--- src/lmd_pkg.sv ---
// Package for the 3x3 local maximum detector.
// Holds the word types of both channels, the register codes and the shared constants.
// No dependencies.
package lmd_pkg;

	localparam int PIXEL_BITS = 16;
	localparam int MAX_WIDTH_DEFAULT = 1024;
	localparam int WIDTH_REG_BITS = 11;
	localparam int HEIGHT_REG_BITS = 13;
	localparam int CFG_DATA_BITS = 13;
	localparam int ROW_CNT_BITS = 13;
	localparam int ROW_OUT_BITS = 12;
	localparam int COL_OUT_BITS = 10;

	localparam logic [WIDTH_REG_BITS-1:0] WIDTH_RESET = 11'd1024;
	localparam logic [HEIGHT_REG_BITS-1:0] HEIGHT_RESET = 13'd1024;
	localparam logic [ROW_CNT_BITS-1:0] HEIGHT_LIMIT = 13'd4096;

	typedef enum logic [0:0] {
		REG_FRAME_WIDTH = 1'b0,
		REG_FRAME_HEIGHT = 1'b1
	} cfg_reg_t;

	typedef struct packed {
		logic signed [PIXEL_BITS-1:0] pixel_value;
		logic drain;
	} in_word_t;

	typedef struct packed {
		logic is_maximum;
		logic signed [PIXEL_BITS-1:0] value;
		logic [ROW_OUT_BITS-1:0] row;
		logic [COL_OUT_BITS-1:0] column;
		logic frame_end;
	} out_word_t;

	// Pixel to be decided by an item, with the edges of the frame around it.
	typedef struct packed {
		logic decide;
		logic [ROW_OUT_BITS-1:0] row;
		logic [COL_OUT_BITS-1:0] column;
		logic top_ok;
		logic bottom_ok;
		logic left_ok;
		logic right_ok;
		logic frame_end;
	} dec_t;

	typedef struct packed {
		logic in_frame;
		dec_t dec;
	} pos_ctl_t;

endpackage

--- src/lmd_ctrl.sv ---
// Frame geometry registers and raster position tracking for the detector.
// Decodes which pixel the next word completes. Depends on lmd_pkg.
module lmd_ctrl #(
	parameter int MAX_WIDTH = lmd_pkg::MAX_WIDTH_DEFAULT
) (
	input logic clk,
	input logic arst_n,
	input logic cfg_write,
	input lmd_pkg::cfg_reg_t cfg_index,
	input logic [lmd_pkg::CFG_DATA_BITS-1:0] cfg_data,
	input logic advance,
	output logic [$clog2(MAX_WIDTH)-1:0] col,
	output lmd_pkg::pos_ctl_t ctl
);
	import lmd_pkg::*;

	localparam int CW = $clog2(MAX_WIDTH);
	localparam int WW = $clog2(MAX_WIDTH + 1);

	logic [WIDTH_REG_BITS-1:0] frame_width_q;
	logic [HEIGHT_REG_BITS-1:0] frame_height_q;
	logic [ROW_CNT_BITS-1:0] row_q;
	logic [CW-1:0] col_q;
	logic [ROW_CNT_BITS-1:0] h_eff;
	logic [ROW_CNT_BITS-1:0] dr;
	logic [WW-1:0] w_eff;
	logic [WW-1:0] dc;
	logic [WW-1:0] col_inc;
	logic in_frame;
	logic col_first;
	logic dec_a;
	logic dec_b;
	logic wrap;
	logic flush_done;

	always_comb begin
		if (frame_height_q == '0) begin
			h_eff = ROW_CNT_BITS'(1);
		end else if (frame_height_q > HEIGHT_LIMIT) begin
			h_eff = HEIGHT_LIMIT;
		end else begin
			h_eff = frame_height_q;
		end
		if (frame_width_q == '0) begin
			w_eff = WW'(1);
		end else if (32'(frame_width_q) > 32'(MAX_WIDTH)) begin
			w_eff = WW'(MAX_WIDTH);
		end else begin
			w_eff = WW'(frame_width_q);
		end
	end

	always_comb begin
		in_frame = row_q < h_eff;
		col_first = col_q == '0;
		// The first column of a row completes the last pixel two rows up;
		// any other column completes the pixel up and to the left.
		dec_a = col_first && (row_q >= ROW_CNT_BITS'(2))
			&& ((row_q - ROW_CNT_BITS'(2)) < h_eff);
		dec_b = !col_first && (row_q != '0) && ((row_q - ROW_CNT_BITS'(1)) < h_eff);
		dr = dec_a ? row_q - ROW_CNT_BITS'(2) : row_q - ROW_CNT_BITS'(1);
		dc = dec_a ? w_eff - WW'(1) : WW'(col_q) - WW'(1);
		col_inc = WW'(col_q) + WW'(1);
		wrap = col_inc >= w_eff;
		flush_done = !in_frame && (row_q == h_eff + ROW_CNT_BITS'(1));

		ctl.in_frame = in_frame;
		ctl.dec.decide = dec_a || dec_b;
		ctl.dec.row = dr[ROW_OUT_BITS-1:0];
		ctl.dec.column = COL_OUT_BITS'(dc);
		ctl.dec.top_ok = dr != '0;
		ctl.dec.bottom_ok = dr != h_eff - ROW_CNT_BITS'(1);
		ctl.dec.left_ok = dc != '0;
		ctl.dec.right_ok = dc != w_eff - WW'(1);
		ctl.dec.frame_end = !ctl.dec.bottom_ok && !ctl.dec.right_ok;
	end

	assign col = col_q;

	always_ff @(posedge clk or negedge arst_n) begin
		if (!arst_n) begin
			frame_width_q <= WIDTH_RESET;
			frame_height_q <= HEIGHT_RESET;
			row_q <= '0;
			col_q <= '0;
		end else if (cfg_write) begin
			case (cfg_index)
				REG_FRAME_WIDTH: frame_width_q <= cfg_data[WIDTH_REG_BITS-1:0];
				REG_FRAME_HEIGHT: frame_height_q <= cfg_data[HEIGHT_REG_BITS-1:0];
				default: ;
			endcase
			row_q <= '0;
			col_q <= '0;
		end else if (advance) begin
			if (flush_done) begin
				row_q <= '0;
				col_q <= '0;
			end else if (wrap) begin
				row_q <= row_q + ROW_CNT_BITS'(1);
				col_q <= '0;
			end else begin
				col_q <= col_inc[CW-1:0];
			end
		end
	end

endmodule

--- config.mk ---
export PLATFORM = sky130hd
export DESIGN_NAME = lmd_ctrl
export DESIGN_NICKNAME = d
export VERILOG_FILES = /design/src/lmd_pkg.sv /design/src/lmd_ctrl.sv
export SDC_FILE = /design/constraint.sdc
export NUM_CORES = 1
export LEC_CHECK = 0
export BUFFER_PORTS_ARGS = -buffer_cell sky130_fd_sc_hd__buf_4
export CAP_MARGIN = 20
export CORE_ASPECT_RATIO = 1.1
export CORE_MARGIN = 3
export CORE_UTILIZATION = 45
export DETAILED_ROUTE_END_ITERATION = 12
export PLACE_DENSITY_LB_ADDON = 0.25
export SLEW_MARGIN = 40
export SYNTH_ARGS = -nofsm -noshare
export SYNTH_HDL_FRONTEND = slang
export SYNTH_SLANG_ARGS = --single-unit
--- constraint.sdc ---
create_clock -name clk -period 7.2 [get_ports clk]
set_input_delay 0.36 -clock clk [delete_from_list [all_inputs] [get_ports clk]]
set_output_delay 0.36 -clock clk [all_outputs]
set_load 0.005 [all_outputs]
## Word-level counts from Yosys, hierarchy flattened

Index checks and enable logic that the tools add are counted.

| cells by class | value |
|---|---|
| $add $sub $neg | 8 |
| $lt $le $gt $ge | 7 |
| equality and inequality tests | 3 |
| muxes and demuxes | 14 |
| bitwise logic cells | 1 |
| reduce and logical (&&, ||, !) cells | 22 |

Operators with widths:

| cell | count |
|---|---|
| $mux W13 | 7 |
| $mux W10 | 4 |
| $lt A13 B13 Y1 | 3 |
| $mux W11 | 3 |
| $add A13 B1 Y13 const B | 2 |
| $reduce_bool A13 Y1 | 2 |
| $sub A13 B1 Y13 const B | 2 |
| $eq A13 B13 Y1 | 1 |
| $ge A13 B2 Y1 const B | 1 |
| $gt A13 B13 Y1 const B | 1 |
| $logic_not A13 Y1 | 1 |
| $ne A13 B13 Y1 | 1 |
| $sub A13 B2 Y13 const B | 1 |
| $add A10 B1 Y11 const B | 1 |
| $ge A11 B11 Y1 | 1 |
| $gt A11 B11 Y1 const B | 1 |
| $logic_not A11 Y1 | 1 |
| $ne A11 B11 Y1 | 1 |
| $reduce_bool A11 Y1 | 1 |
| $sub A10 B1 Y11 const B | 1 |
| $sub A11 B1 Y11 const B | 1 |
| $logic_not A10 Y1 | 1 |
| $logic_and A1 B1 Y1 | 6 |
| $reduce_and A2 Y1 | 3 |
| other kinds (5) | 8 |

| word-level totals | value |
|---|---|
| register bits | 47 |

## Logic depth before layout (Yosys ltp)

| depth | value |
|---|---|
| depth after elaboration | 9 |
| mapped depth | 18 |
| mapped depth without buffers | 16 |

## Worst setup path before layout

OpenSTA, ideal clock, no wires.

| timing path | value |
|---|---|
| path kind | flip-flop to output port |
| start point | reg row_q[1] |
| end point | out ctl[3] in the netlist's numbering |
| arrival | 4.639 ns |
| required time | 6.840 ns |
| path slack | 2.201 ns |
| stages on the path, launching flop included | 18 |
| buffers on the path | 1 |
| path through | dfrtp_1 clkbuf_1 inv_1 ha_1 nor3b_4 nand2_1 nor4b_1 xor2_1 ha_1 and4_1 a21o_1 a2111oi_2 o21ai_1 nor2_2 mux2_2 xnor2_1 a22oi_1 or3b_1 |

RTL lines:

| what | line | source |
|---|---|---|
| start: declaration | lmd_ctrl.sv:22 | `logic [ROW_CNT_BITS-1:0] row_q;` |
| start signal: assignment | lmd_ctrl.sv:99 | `row_q <= row_q + ROW_CNT_BITS'(1);` |
| end: declaration | lmd_ctrl.sv:13 | `output lmd_pkg::pos_ctl_t ctl` |

==> results_dict.tcl <==
set metrics [dict create \
    status "completed" \
    cts-root-buf "clkbuf_16" \
    clock_sink_count 47 \
    insertion_delay_ps 290 \
    cp.required_ps 6840 \
    rsz0062_at_grt "false" \
    cp_common_cell "ha_1" \
    yosysSeqAreaShare_pct 19.5 \
    tightestPinTransition_ps 814 \
    syn_area_mm2 0.00606 \
    startpoint_type "register" \
    drtIter0Drc 539 \
    critical-path-top-delay-family "simple AND/OR/NAND/NOR gates" \
    core-area_mm2 0.0129 \
    postCtsSetupBuffers 0 \
    ios 57 \
    clk_path_buf_depth 2 \
    drc 0 \
    area_growth_pct 10.7 \
    drive_above_1_share_pct 17.1 \
    cts_tree "yes" \
    ys_ff_latch 47 \
    vias 5699 \
    grt_pass1_wl_mm 30.1 \
    start_util_pct 46.9 \
    fin_skew_ps 5.58 \
    r2r-start "frame_height_q[8]$_DFFE_PN0P_" \
    ys.warnings.count 0 \
    async_reset_ff_share_pct 100 \
    fill_cells 1278 \
    yosys-top-cells-area "dfrtp_1 19%, ha_1 12%, xnor2_1 6.8%" \
    fmax_ghz 0.165 \
    whs_ps 78.0 \
    ant_nets 0 \
    max_stage_delay_ps 550 \
    track_usage_pct 25.5 \
    drt_wl_total_mm 18.6 \
    ir_drop_mv 0.135 \
    avgViaCountPerCell 6.22 \
    yosysTopAreaCell "dfrtp_1" \
    synth.avg_cell_area_um2 8.16 \
    max_cap_violations 0 \
    hold_viol 0 \
    final.setup.tns_ps 0 \
    clkTransAtPathRegs_ps 70 \
    r2r-end "col[9]$_DFFE_PN0P_" \
    cts_hold_buf 0 \
    yosysUniqueCellTypes 84 \
    crit_fanout 12 \
    powerDensity_mw_per_mm2 160 \
    finalCritPeriodShare_pct 84.0 \
    synth_edf_count 0 \
    cts_resized 0 \
    synth_top_area_share_pct 18.6 \
    ff2ff_setup_slack_ps 2430 \
    crit_chain "inv_1 > ha_1 > nor3b_4 > nand2_1 > nor4b_2 > xor2_1 > ha_1 > and4_1 > a21o_1 > a2111oi_2 > o21ai_1 > nor2_2 > mux2_2 > xnor2_1 > a22oi_1 > or3b_1 > buf_4" \
    dieHeight_um 128 \
    syn-num-nets 816 \
    n_antenna_cell 0 \
    ys_dominant_reg_cell "dfrtp_1" \
    setup_viol 0 \
    routabilityCongestion 0.967 \
    hp-class "input port to async pin" \
    die_w_um 117 \
    numCtsBuffers 5 \
    r2r_cells 16 \
    maxSlewViolCount 0 \
    worstSetupStartpoint "row_q[1]$_DFFE_PN0P_" \
    post-dp-hpwl_mm 14.5 \
    grt_pass1_vias 5595 \
    synth_cells 742 \
    final_nets 832 \
    critical-path-slowest-cell "dfrtp_1" \
    grt_max_degree 48 \
    slew_headroom_pct 45.7 \
    dr.pass1.iters 5 \
    antenna_found_initial 0 \
    period_needed_ps 6050 \
    power_leakage_nw 2.85 \
    end_kind "output pin" \
    grt.overflow.total 0 \
    cp_data_arrival_time_ps 5690 \
    path_class "register to output pin" \
    wl_per_cell_um 20.3 \
    cts_max_level 2 \
    io_buffers 56 \
    critPathBufInv 2 \
    rows 43 \
    die_area_mm2 0.0149 \
]
## registers in the layout (all words and copies together) (netlist names)
register	count
frame_width_q	11
row_q	13
frame_height_q	13
col	10
## cell usage after synthesis, types with 7 or more instances
| cell type | instances |
|---|---|
| buf_2 | 13 |
| nand2_1 | 60 |
| clkbuf_1 | 30 |
| nand2b_1 | 16 |
| and3_1 | 14 |
| a21oi_1 | 61 |
| a21o_1 | 12 |
| nand3_1 | 22 |
| ha_1 | 56 |
| mux2_2 | 28 |
| nand4_1 | 11 |
| dfrtp_1 | 45 |
| xnor2_1 | 47 |
| xor2_1 | 29 |
| nor3_1 | 25 |
| inv_1 | 23 |
| mux2i_1 | 11 |
| nor2b_1 | 7 |
| nor2_1 | 45 |
| nor4_1 | 10 |
| o21ai_0 | 35 |
| nand3b_1 | 9 |
## cell families (layout without fill, tap and decap cells)
| logic type | Yosys count | in the layout | synth area share, % |
|---|---|---|---|
| AOI/OAI and AO/OA | 164 | 164 | 17.0 |
| xor gates and xnor gates | 78 | 78 | 11.6 |
| adders and majority gates | 58 | 58 | 11.9 |
| buffers and inverters | 76 | 93 | 5.06 |
| DFF | 47 | 47 | 19.5 |
| muxes | 41 | 41 | 7.50 |
| and+or+nand+nor | 278 | 278 | 27.4 |
## power by group
part / switching [mW] / leakage, nW / internal, mW
logic: 0.248 / 2.15 / 0.188
registers: 0.0487 / 0.600 / 0.286
clock network: 0.104 / 0.0911 / 0.199
## through the flow
step	instances	worst slack, ps	total power, mW	cell area [um^2]	utilization (%)
after floorplan	742	2200	0.638	6060	-
after global placement	908	1510	0.757	6490	50.3
after detailed placement	908	1300	0.769	6500	50.4
after CTS	916	952	1.07	6690	51.8
after global routing	916	769	1.14	6700	51.9
final	916	1150	1.07	6700	51.9
## how the worst max path moves through the flow
| stage | endpoint | slack (ps) | depth (start not counted) |
|---|---|---|---|
| after floorplan | ctl[3] | 2200 | 17 |
| after global placement | ctl[3] | 1510 | 17 |
| after detailed placement | ctl[3] | 1300 | 17 |
| after CTS | ctl[3] | 950 | 17 |
| after global routing | ctl[3] | 770 | 17 |
| final | ctl[3] | 1150 | 17 |
## area by class of cell
cell class	count	area, um^2	area share [%]
inverter	25	93.8	1.40
clock inverter	2	60.1	0.896
clock buffer	6	129	1.92
multi-input combinational	619	4600	68.6
tap	157	196	2.93
sequential	47	1180	17.6
timing repair buffer	60	450	6.72
## per-layer routing
layer | wire [um] | vias up | global-route usage [%]
met5 | 0 | - | 0
met4 | 291 | 0 | 5.40
met3 | 865 | 19 | 2.03
met2 | 9190 | 168 | 43.8
met1 | 8250 | 2790 | 35.1
li1 | - | 2722 | -
## cell usage in the layout, fill, tap and decap left out, types with 3 or more instances in the layout
cell type  Yosys  final
nor4_1        10      9
or3_1          6      6
nor4b_2        2      3
a31oi_1        6      6
ha_1          56     56
and2_1         6      6
nor4_4         4      5
and4_1         4      4
nor2b_1        7      6
xnor2_1       47     47
nand3_1       22     22
o21ai_0       35     35
nor3_1        25     25
and3_1        14     14
a211oi_1       4      4
or4_1          6      6
nand4b_1       6      6
dfrtp_1       45     45
nand2_1       60     60
mux2_2        28     28
o22ai_1        3      3
nand2b_1      16     16
nand3b_1       9      9
o21a_1         4      4
xor2_1        29     29
a21boi_0       3      3
clkbuf_16      0      5
or4_4          3      3
mux2i_1       11     11
a21oi_1       61     61
a41oi_1        3      3
inv_1         23     23
a21o_1        12     12
nor3b_1        3      3
o211ai_1       6      6
nand4_1       11     11
nor2_1        45     45
buf_4          1     60
Power figures use the tool's default switching activity.
