$ cat src/lmd_pkg.sv
// Package for the 3x3 local maximum detector.
// Holds the word types of both channels, the register codes and the shared constants.
// No dependencies.
package lmd_pkg;

	localparam int PIXEL_BITS = 16;
	localparam int MAX_WIDTH_DEFAULT = 1024;
	localparam int WIDTH_REG_BITS = 11;
	localparam int HEIGHT_REG_BITS = 13;
	localparam int CFG_DATA_BITS = 13;
	localparam int ROW_CNT_BITS = 13;
	localparam int ROW_OUT_BITS = 12;
	localparam int COL_OUT_BITS = 10;

	localparam logic [WIDTH_REG_BITS-1:0] WIDTH_RESET = 11'd1024;
	localparam logic [HEIGHT_REG_BITS-1:0] HEIGHT_RESET = 13'd1024;
	localparam logic [ROW_CNT_BITS-1:0] HEIGHT_LIMIT = 13'd4096;

	typedef enum logic [0:0] {
		REG_FRAME_WIDTH = 1'b0,
		REG_FRAME_HEIGHT = 1'b1
	} cfg_reg_t;

	typedef struct packed {
		logic signed [PIXEL_BITS-1:0] pixel_value;
		logic drain;
	} in_word_t;

	typedef struct packed {
		logic is_maximum;
		logic signed [PIXEL_BITS-1:0] value;
		logic [ROW_OUT_BITS-1:0] row;
		logic [COL_OUT_BITS-1:0] column;
		logic frame_end;
	} out_word_t;

	// Pixel to be decided by an item, with the edges of the frame around it.
	typedef struct packed {
		logic decide;
		logic [ROW_OUT_BITS-1:0] row;
		logic [COL_OUT_BITS-1:0] column;
		logic top_ok;
		logic bottom_ok;
		logic left_ok;
		logic right_ok;
		logic frame_end;
	} dec_t;

	typedef struct packed {
		logic in_frame;
		dec_t dec;
	} pos_ctl_t;

endpackage

$ cat src/lmd_window.sv
// 3x3 sample window and the neighborhood compare of its center.
// Holds the decision details of the word in the compare stage. Depends on lmd_pkg.
module lmd_window (
	input logic clk,
	input logic shift,
	input logic signed [lmd_pkg::PIXEL_BITS-1:0] upper,
	input logic signed [lmd_pkg::PIXEL_BITS-1:0] middle,
	input logic signed [lmd_pkg::PIXEL_BITS-1:0] sample,
	input lmd_pkg::dec_t dec_in,
	output lmd_pkg::dec_t dec_s2,
	output logic signed [lmd_pkg::PIXEL_BITS-1:0] center,
	output logic is_max
);
	import lmd_pkg::*;

	logic signed [PIXEL_BITS-1:0] win_q [3][3];
	logic [2:0] row_ok;
	logic [2:0] col_ok;

	always_ff @(posedge clk) begin
		if (shift) begin
			for (int i = 0; i < 3; i++) begin
				win_q[i][0] <= win_q[i][1];
				win_q[i][1] <= win_q[i][2];
			end
			win_q[0][2] <= upper;
			win_q[1][2] <= middle;
			win_q[2][2] <= sample;
			dec_s2 <= dec_in;
		end
	end

	assign center = win_q[1][1];

	// Neighbors outside the frame take no part in the compare.
	always_comb begin
		row_ok = {dec_s2.bottom_ok, 1'b1, dec_s2.top_ok};
		col_ok = {dec_s2.right_ok, 1'b1, dec_s2.left_ok};
		is_max = 1'b1;
		for (int i = 0; i < 3; i++) begin
			for (int j = 0; j < 3; j++) begin
				if (!(i == 1 && j == 1) && row_ok[i] && col_ok[j]
					&& (win_q[1][1] < win_q[i][j])) begin
					is_max = 1'b0;
				end
			end
		end
	end

endmodule

$ cat config.mk
export PLATFORM = sky130hd
export DESIGN_NAME = lmd_window
export DESIGN_NICKNAME = d
export VERILOG_FILES = /design/src/lmd_pkg.sv /design/src/lmd_window.sv
export SDC_FILE = /design/constraint.sdc
export NUM_CORES = 1
export LEC_CHECK = 0
export ABC_AREA = 1
export BUFFER_PORTS_ARGS = -buffer_cell sky130_fd_sc_hd__buf_2
export CAP_MARGIN = 15
export CORE_UTILIZATION = 50
export CTS_BUF_LIST = sky130_fd_sc_hd__clkbuf_2 sky130_fd_sc_hd__clkbuf_4 sky130_fd_sc_hd__clkbuf_8
export DETAILED_ROUTE_END_ITERATION = 8
export PLACE_DENSITY_LB_ADDON = 0.2
export SYNTH_ARGS = -nofsm -noshare
export SYNTH_HDL_FRONTEND = slang
export SYNTH_SLANG_ARGS = --single-unit
$ cat constraint.sdc
create_clock -name clk -period 2 [get_ports clk]
set_input_delay 0.4 -clock clk [delete_from_list [all_inputs] [get_ports clk]]
set_output_delay 0.4 -clock clk [all_outputs]
set_load 0.03 [all_outputs]
-- Word-level counts from Yosys, hierarchy flattened
Memories as Yosys holds them, arrays and structs flattened.
Cells that the tools add are included.
W data, S select, Z words.
- register bits: 28
- RAM bits: 144
- bits of input ports: 78
- output and inout port bits: 45
- logic and storage cells: 39
- memories kept: 1
- order comparisons: 8
- multiplexer cells: 10
- reductions and logical operators: 12
- memory list (name ; depth ; width ; rd ports ; clocked after memory_dff ; wr ports ; RTL line ; text):
    win_q ; 3 ; 48 ; 3 ; 0 ; 3 ; lmd_window.sv:16 ; logic signed [PIXEL_BITS-1:0] win_q [3][3];
- operators by type and width (cell ; count):
    $lt A16 B16 Y1 ; 8
    $logic_and A1 B1 Y1 ; 12
    $mux W1 ; 10

-- Depth between registers and ports, before layout
Gate-level depths: netlist of the first run.
An unclocked memory read counts as a cell.
- word-level depth: 11
- mapped depth: 16
- gate-level depth less buffers: 16

-- Worst setup path before layout of the first run
OpenSTA, ideal clock, no wires.
- path type: register to output
- start point: memory win_q[0][79] (netlist name)
- end point: output is_max
- data arrival time: 2037 ps
- required time: 1600 ps
- setup slack: -437 ps
- stages on the path, launching flop included: 13
- path buffers: 0
- cells stage by stage: edfxtp_1 ha_1 nand2_1 clkinv_1 o21ai_1 nand2_1 nor2_2 nand3_2 nand3_1 nand2_1 nor2_2 nand4_1 nor2_1
- RTL lines (what ; RTL line ; text):
    start, declared ; lmd_window.sv:16 ;
    end, declared ; lmd_window.sv:12 ; output logic is_max

==> tab_implementation.tex, run 1 <==
\begin{tabular}{lr}
\hline
Metric & Value \\
\hline
\multicolumn{2}{l}{\textbf{Worst setup path}} \\
\quad FF-to-FF path depth & 2 \\
\quad Arrival @ worst endpoint & 2.60 ns \\
\quad Reg-to-reg critical path startpoint & win\_q[0][70]\$\_DFFE\_PP\_ \\
\quad Worst Setup Start Kind & register \\
\quad FF-to-FF setup slack & 0.91 ns \\
\quad End of the worst register-to-register path & win\_q[0][86]\$\_DFFE\_PP\_ \\
\quad Worst-path maximum fanout & 4 \\
\quad Start-to-end type of the worst setup path & register to output port \\
\quad Data required time of the worst path & 1.60 ns \\
\quad Crit. End Element & output port \\
\multicolumn{2}{l}{\textbf{STA}} \\
\quad Worst Clk Skew & 0.00958 ns \\
\quad Final max-slew violation count & 0 \\
\quad Final-layout setup total negative slack & -1.19 ns \\
\quad FMAX & 0.333 GHz \\
\quad Final Hold Vio Count & 0 \\
\quad \# setup viols final & 2 \\
\quad Tightest slew margin relative to the limit & 74.9\% \\
\quad Setup repair after global routing missed its margin & yes \\
\quad Share of the cycle needed by the critical path after routing & 150\% \\
\quad Transition time at the pin with the least slew margin & 0.377 ns \\
\quad Setup slack after layout & -1.00 ns \\
\quad Final period demand of the worst path & 3.00 ns \\
\multicolumn{2}{l}{\textbf{Detailed routing}} \\
\quad Final routed DRC violation total & 0 \\
\quad Total number of vias & 5549 \\
\quad Post-detailed-route count of antenna-violating nets & 0 \\
\quad First DRT Iteration DRCs & 234 \\
\quad Overall routed net length & 15800 um \\
\quad DR pass1 iterations & 4 \\
\quad Average via count per standard cell & 4.85 \\
\quad Routed WL per cell & 13.8 um \\
\multicolumn{2}{l}{\textbf{Power}} \\
\quad Net switching power of the design & 2.23 mW \\
\quad Total design power & 8.25 mW \\
\quad Internal power of the cells & 6.02 mW \\
\quad VDD IR-drop max & 0.575 mV \\
\quad Comb power frac & 17.5\% \\
\quad Switching share of total power & 27.1\% \\
\quad Leak & 5.02 nW \\
\quad Power share of the sequential group & 53.1\% \\
\quad Clock group share of total power & 29.4\% \\
\quad PD cells & 785 mW/mm2 \\
\multicolumn{2}{l}{\textbf{Yosys}} \\
\quad Proportion of synthesized chip area in sequential cells & 60.0\% \\
\quad Number of library cell types mapped by synthesis & 24 \\
\quad Flip-flop and latch count after synthesis & 172 \\
\quad Average cell area after synthesis & 11.7 um2 \\
\quad Synthesized netlist net count & 932 \\
\quad Post-synthesis cell area & 0.00860 mm2 \\
\quad Number of warnings issued by yosys & 0 \\
\quad Synthesized instance count & 734 \\
\multicolumn{2}{l}{\textbf{CTS}} \\
\quad CTS H-tree lvls & 4 \\
\quad Clk sink count & 172 \\
\quad Clock buffers created by TritonCTS & 17 \\
\quad Clock latency on the worst-skew pair & 0.46 ns \\
\quad CTS tree & done \\
\quad Clock Tree Buf Depth & 2 \\
\quad Quantity of hold-fixing buffers added after cts & 0 \\
\quad Root buffer cell & sky130\_fd\_sc\_hd\_\_clkbuf\_8 \\
\quad CTS clk-pin slew, worst paths & 0.09 ns \\
\multicolumn{2}{l}{\textbf{Cells and area}} \\
\quad Ant. Diodes & 0 \\
\quad Area Overhead vs Synth & 22.1\% \\
\quad Fraction of layout cells with a size suffix above 1 & 26.9\% \\
\quad Most used cells in the layout excluding fill and tap cells & sky130\_fd\_sc\_hd\_\_edfxtp\_1 (172), sky130\_fd\_sc\_hd\_\_inv\_1 (156), sky130\_fd\_sc\_hd\_\_nand2\_1 (122), sky130\_fd\_sc\_hd\_\_buf\_2 (119), sky130\_fd\_sc\_hd\_\_ha\_1 (108) \\
\quad Nets & 1110 \\
\quad Share of the core filled with cells in the final layout & 62.9\% \\
\quad Summed area of non-filler cells in the final layout & 0.0105 mm2 \\
\quad Leading cell type in the layout, fill and taps excluded & sky130\_fd\_sc\_hd\_\_edfxtp\_1 \\
\quad Number of filler cells placed in the layout & 1335 \\
\multicolumn{2}{l}{\textbf{Floorplanning}} \\
\quad Die width & 133 um \\
\quad Core Rows & 47 \\
\quad Initial Util & 51.5\% \\
\quad Area of the die & 0.0177 mm2 \\
\quad Die Y-Extent & 133 um \\
\quad Core box area & 0.0167 mm2 \\
\quad Boundary Pins & 123 \\
\multicolumn{2}{l}{\textbf{GRT}} \\
\quad Residual overflow from global routing & 0 \\
\quad Total routing resource utilization after global routing & 18.8\% \\
\quad Via count of the first global-routing pass & 5799 \\
\quad Pin count of the biggest net entering global routing & 45 \\
\quad Initial antenna violation count & 0 \\
\quad First-pass GRT wire length & 25900 um \\
\multicolumn{2}{l}{\textbf{Placement}} \\
\quad Gpl congestion & 0.825 \\
\quad Number of I/O port buffers & 122 \\
\quad HPWL reported at the end of detailed placement & 11600 um \\
\quad Placed cell areas & 0.00975 mm2 \\
\multicolumn{2}{l}{\textbf{Run}} \\
\quad MaxCap Viol Count & 0 \\
\multicolumn{2}{l}{\textbf{Outcome}} \\
\quad Status & finished with violations \\
\quad Violations in the final reports & setup timing \\
\multicolumn{2}{l}{\textbf{Hold path}} \\
\quad Path category of the worst min-delay check & input pin to register \\
\quad Hold depth & 1 \\
\quad Worst min-delay path startpoint & upper[10] \\
\quad End point of the most critical hold path & win\_q[0][10]\$\_DFFE\_PP\_ \\
\hline
\end{tabular}
## worst max-delay path by stage
| stage | cells past startpoint | slack (ns) | start | end |
|---|---|---|---|---|
| floorplan | 12 | -0.28 | win_q[0][79]$_DFFE_PP_ | is_max |
| global placement | 14 | -0.57 | win_q[0][79]$_DFFE_PP_ | is_max |
| detailed placement | 13 | -0.61 | win_q[0][69]$_DFFE_PP_ | is_max |
| CTS | 13 | -1.03 | win_q[0][69]$_DFFE_PP_ | is_max |
| global route | 13 | -1.17 | win_q[0][69]$_DFFE_PP_ | is_max |
| finish | 14 | -1.00 | win_q[0][69]$_DFFE_PP_ | is_max |
## kinds of logic after synthesis
family	share of synthesized area, %
AOI/OAI and AO/OA	4.83
buffers and inverters	8.29
adders and majority gates	17.5
DFF	60.0
and+or+nand+nor	9.39
## registers in the layout, indices dropped and copies added, names as in the netlist
register	cells
dec_s2	28
win_q	144
## routing by layer
layer | GRT usage [%] | wire length (um) | vias up
met4 | 6.63 | 344 | 0
met1 | 22.8 | 6820 | 2572
li1 | - | - | 2823
met2 | 32.1 | 7790 | 126
met5 | 0 | 0 | -
met3 | 5.37 | 826 | 28
## cell type report
class	instances	area, um2	share of cell area, %
clock buffer	19	249	2.37
clock inverter	13	141	1.35
sequential	172	5160	49.1
tap	220	275	2.62
inverter	158	593	5.64
timing repair buffer	175	1130	10.8
multi-input combinational	388	2960	28.1
## power groups by stage
stage | Combinational (mW) | Sequential (mW) | Clock (mW)
floorplan | 0.709 | 4.55 | 0
global placement | 1.26 | 4.45 | 0
detailed placement | 1.33 | 4.47 | 0
CTS | 1.41 | 4.38 | 2.49
global route | 1.64 | 4.41 | 2.62
finish | 1.44 | 4.38 | 2.42
## repair_timing
action / 4_1_cts / 5_1_grt
resized for setup: 26 / 27
pin swaps: 16 / 15
setup endpoints to repair: 1 / 2
buffers inserted: 8 / 3
cloned: 0 / 0
## cell usage after synthesis
cell type	n	share of area (%)
sky130_fd_sc_hd__nor2_1	19	0.83
sky130_fd_sc_hd__a211oi_1	1	0.087
sky130_fd_sc_hd__nor3_1	9	0.52
sky130_fd_sc_hd__nand4_1	4	0.29
sky130_fd_sc_hd__nor2_2	3	0.22
sky130_fd_sc_hd__a21o_1	1	0.087
sky130_fd_sc_hd__a21oi_1	55	3.2
sky130_fd_sc_hd__inv_2	1	0.044
sky130_fd_sc_hd__nand3_2	4	0.47
sky130_fd_sc_hd__nor3b_1	1	0.087
sky130_fd_sc_hd__inv_1	156	6.8
sky130_fd_sc_hd__nand2_2	2	0.15
sky130_fd_sc_hd__nand3b_1	3	0.26
sky130_fd_sc_hd__clkinv_1	1	0.044
sky130_fd_sc_hd__ha_1	120	17
sky130_fd_sc_hd__nand3_1	15	0.87
sky130_fd_sc_hd__o21ai_1	3	0.17
sky130_fd_sc_hd__o21a_1	3	0.26
sky130_fd_sc_hd__edfxtp_1	172	60
sky130_fd_sc_hd__o21ai_0	13	0.76
sky130_fd_sc_hd__nor3_2	1	0.12
sky130_fd_sc_hd__buf_4	16	1.4
sky130_fd_sc_hd__nand2_1	128	5.6
sky130_fd_sc_hd__o21bai_1	3	0.26
## stage by stage
step | std cells | worst slack, ns | hold slack (ns)
after floorplan | 734 | -0.279 | 0.426
after global placement | 1102 | -0.566 | 0.429
after detailed placement | 1102 | -0.607 | 0.433
after CTS | 1142 | -1.03 | 0.0802
after global routing | 1145 | -1.17 | 0.0685
final | 1145 | -1.00 | 0.106
## critical path, stage by stage (launching register included)
cell,delay (ns)
sky130_fd_sc_hd__edfxtp_1,0.49
sky130_fd_sc_hd__buf_6,0.17
sky130_fd_sc_hd__ha_4,0.20
sky130_fd_sc_hd__a21oi_1,0.15
sky130_fd_sc_hd__nor2_1,0.06
sky130_fd_sc_hd__nor3_1,0.16
sky130_fd_sc_hd__nand2_1,0.10
sky130_fd_sc_hd__nand2_2,0.08
sky130_fd_sc_hd__nand3_2,0.05
sky130_fd_sc_hd__nand3_1,0.08
sky130_fd_sc_hd__nand2_1,0.07
sky130_fd_sc_hd__nor2_2,0.12
sky130_fd_sc_hd__nand4_1,0.14
sky130_fd_sc_hd__nor2_4,0.13
sky130_fd_sc_hd__buf_6,0.14
Power figures use the tool's default switching activity.
==> inputs of run 2 (changes only) <==
Clock period 2 ns to 2.8 ns, I/O delays scaled along.
==> run 2 against run 1 <==
  * Cell count shrank 1.0%
  * Clock power fell by 31%
  * Non-clock buffer count fell by 12
  * Global-route usage decreased by 0.26 points
  * The flow still finishes with violations (setup timing)
  * Sequential power shrank 29%
  * Die area did not move
  * Core utilization decreased by 0.43 points
  * Wire length is 1.4% higher
  * Largest power group unchanged
  * First-iteration DRC count grew 11%
  * Setup slack gained 0.63 ns
  * Via count is 0.88% lower
==> tab_implementation.tex, run 2 (synthesized netlist as in run 1, its figures left out) <==
\begin{tabular}{lr}
\hline
Metric & Value \\
\hline
\multicolumn{2}{l}{\textbf{Power}} \\
\quad Net switching power of the design & 1.69 mW \\
\quad Leak & 4.96 nW \\
\quad PD cells & 557 mW/mm2 \\
\quad Power share of the sequential group & 53.8\% \\
\quad Clock group share of total power & 28.7\% \\
\quad Switching share of total power & 29.1\% \\
\quad VDD IR-drop max & 0.519 mV \\
\quad Comb power frac & 17.5\% \\
\quad Total design power & 5.81 mW \\
\quad Internal power of the cells & 4.12 mW \\
\multicolumn{2}{l}{\textbf{Cells and area}} \\
\quad Fraction of layout cells with a size suffix above 1 & 27.3\% \\
\quad Flip-flop count of the largest register, all copies and words added & 144 \\
\quad Largest registers & win\_q: 144 flops, dec\_s2: 28 flops \\
\quad Number of filler cells placed in the layout & 1305 \\
\quad Most used cells in the layout excluding fill and tap cells & sky130\_fd\_sc\_hd\_\_edfxtp\_1 (172), sky130\_fd\_sc\_hd\_\_inv\_1 (156), sky130\_fd\_sc\_hd\_\_nand2\_1 (120), sky130\_fd\_sc\_hd\_\_buf\_2 (120), sky130\_fd\_sc\_hd\_\_ha\_1 (103) \\
\quad Most flops, register & win\_q \\
\quad Leading cell type in the layout, fill and taps excluded & sky130\_fd\_sc\_hd\_\_edfxtp\_1 \\
\quad Area Overhead vs Synth & 21.3\% \\
\quad Ant. Diodes & 0 \\
\quad Nets & 1098 \\
\multicolumn{2}{l}{\textbf{Worst setup path}} \\
\quad Data required time of the worst path & 2.24 ns \\
\quad Worst-path maximum fanout & 6 \\
\quad Start-to-end type of the worst setup path & register to output port \\
\quad Crit-path max cell delay & 0.42 ns \\
\quad Worst Setup Start Kind & register \\
\quad Worst Setup SP & win\_q[0][73]\$\_DFFE\_PP\_ \\
\quad Kind of cell with the highest combined delay on the critical path & simple AND/OR/NAND/NOR gates \\
\quad Cell with the largest stage delay on the worst path & sky130\_fd\_sc\_hd\_\_edfxtp\_1 \\
\quad Number of buffer and inverter stages on the critical path & 3 \\
\quad Arrival @ worst endpoint & 2.61 ns \\
\quad Reg-to-reg critical path startpoint & win\_q[0][69]\$\_DFFE\_PP\_ \\
\quad Crit. End Element & output port \\
\quad Critical Path, Cell by Cell & buf\_6 -> ha\_1 -> nand2\_1 -> inv\_1 -> o21ai\_2 -> a21oi\_2 -> nor2\_2 -> nand3\_2 -> nand3\_1 -> nand2\_2 -> nor2\_4 -> nand4\_1 -> nor2\_1 -> buf\_4 \\
\multicolumn{2}{l}{\textbf{Floorplanning}} \\
\quad Die width & 133 um \\
\quad Initial Util & 51.5\% \\
\quad Core Rows & 47 \\
\quad Area of the die & 0.0177 mm2 \\
\quad Boundary Pins & 123 \\
\quad Core box area & 0.0167 mm2 \\
\quad Die Y-Extent & 133 um \\
\multicolumn{2}{l}{\textbf{Placement}} \\
\quad HPWL reported at the end of detailed placement & 11500 um \\
\quad Number of I/O port buffers & 122 \\
\quad Gpl congestion & 0.862 \\
\quad Dpl ws & -0.0598 ns \\
\multicolumn{2}{l}{\textbf{STA}} \\
\quad Setup slack after layout & -0.369 ns \\
\quad Worst Clk Skew & 0.0127 ns \\
\quad FMAX & 0.316 GHz \\
\quad Final period demand of the worst path & 3.17 ns \\
\quad Transition time at the pin with the least slew margin & 0.483 ns \\
\quad Setup repair after global routing missed its margin & yes \\
\quad Final max-slew violation count & 0 \\
\quad \# setup viols final & 1 \\
\quad Tightest slew margin relative to the limit & 67.8\% \\
\quad Final Hold Vio Count & 0 \\
\quad Final-layout setup total negative slack & -0.369 ns \\
\quad Share of the cycle needed by the critical path after routing & 113\% \\
\multicolumn{2}{l}{\textbf{Detailed routing}} \\
\quad Overall routed net length & 16000 um \\
\quad Total number of vias & 5500 \\
\quad Routed WL per cell & 14.1 um \\
\quad First DRT Iteration DRCs & 260 \\
\quad Post-detailed-route count of antenna-violating nets & 0 \\
\quad Average via count per standard cell & 4.85 \\
\quad Final routed DRC violation total & 0 \\
\quad DR pass1 iterations & 4 \\
\multicolumn{2}{l}{\textbf{GRT}} \\
\quad First-pass GRT wire length & 25400 um \\
\quad Initial antenna violation count & 0 \\
\quad Total routing resource utilization after global routing & 18.5\% \\
\quad Residual overflow from global routing & 0 \\
\quad Pin count of the biggest net entering global routing & 51 \\
\quad Via count of the first global-routing pass & 5584 \\
\multicolumn{2}{l}{\textbf{Run}} \\
\quad MaxCap Viol Count & 0 \\
\multicolumn{2}{l}{\textbf{CTS}} \\
\quad Clk sink count & 172 \\
\quad Clock latency on the worst-skew pair & 0.47 ns \\
\quad Clock buffers created by TritonCTS & 17 \\
\quad CTS clk-pin slew, worst paths & 0.10 ns \\
\quad CTS H-tree lvls & 4 \\
\quad Clock Tree Buf Depth & 2 \\
\quad CTS tree & done \\
\quad Root buffer cell & sky130\_fd\_sc\_hd\_\_clkbuf\_8 \\
\multicolumn{2}{l}{\textbf{Hold path}} \\
\quad Worst min-delay path startpoint & middle[12] \\
\quad Path category of the worst min-delay check & input pin to register \\
\multicolumn{2}{l}{\textbf{Outcome}} \\
\quad Status & finished with violations \\
\quad Violations in the final reports & setup timing \\
\hline
\end{tabular}
==> run 2: changes by cell type in the layout (fill, tap and decap cells not counted), sizes merged <==
cell and change:
buf -12, clkinv +1, clkinvlp -3, bufinv -2
clkbuf -2, inv +6
==> run 2: what timing repair did <==
action,4_1_cts,5_1_grt
buffers inserted,18,4
hold buffers,0,0
gates resized for setup,14,41
endpoints found under the hold margin,0,0
pin swaps,18,29
endpoints found under the setup margin,1,1
==> run 2: worst paths after layout <==
| kind | end | slack, ns | cells past startpoint |
|---|---|---|---|
| setup reg to reg | win_q[0][85]$_DFFE_PP_ | 1.75 | 2 |
| hold reg to reg | win_q[0][72]$_DFFE_PP_ | 0.45 | 0 |
| hold / removal | win_q[0][60]$_DFFE_PP_ | 0.25 | 1 |
| setup / recovery | is_max | -0.37 | 14 |
==> run 2: layer usage <==
metal | track usage, % | share of wire, % | routed length, um | up-vias
li1 | - | - | - | 2804
met1 | 21.6 | 43 | 6940 | 2561
met2 | 32.8 | 51 | 8090 | 105
met3 | 5.02 | 4.1 | 649 | 30
met4 | 6.76 | 2.0 | 321 | 0
met5 | 0 | 0 | 0 | -
==> run 2: metrics by stage <==
stage,cell area [um2],util [%],instances,hold slack [ns]
3_3_place_gp,9560,57.2,1079,0.430
4_1_cts,10200,60.8,1129,0.217
3_5_place_dp,9560,57.2,1079,0.432
6_report,10400,62.5,1133,0.251
2_1_floorplan,8600,-,734,0.426
5_1_grt,10400,62.5,1133,0.205
==> run 2: power by group through the flow <==
stage                     logic (mW)  clock network [mW]  registers, mW
after floorplan                0.503                   0           3.25
after global placement         0.840                   0           3.20
after detailed placement       0.882                   0           3.21
after CTS                      0.950                1.72           3.13
after global routing            1.15                1.81           3.15
final                           1.02                1.67           3.13
==> run 2: layout make-up <==
| class | count | area [um2] | share of cell area [%] |
|---|---|---|---|
| flip-flops and latches | 172 | 5160 | 49.5 |
| multi-input cells | 388 | 3030 | 29.0 |
| repair buffers | 163 | 995 | 9.53 |
| inverters | 158 | 593 | 5.68 |
| well taps | 220 | 275 | 2.64 |
| clock buffers | 17 | 234 | 2.24 |
| clock inverters | 15 | 144 | 1.38 |
==> run 2: worst reg2reg max path, stage by stage, from the launching register on <==
cell and delay [ns]:
sky130_fd_sc_hd__edfxtp_1 0.48, sky130_fd_sc_hd__buf_6 0.17, sky130_fd_sc_hd__buf_4 0.16
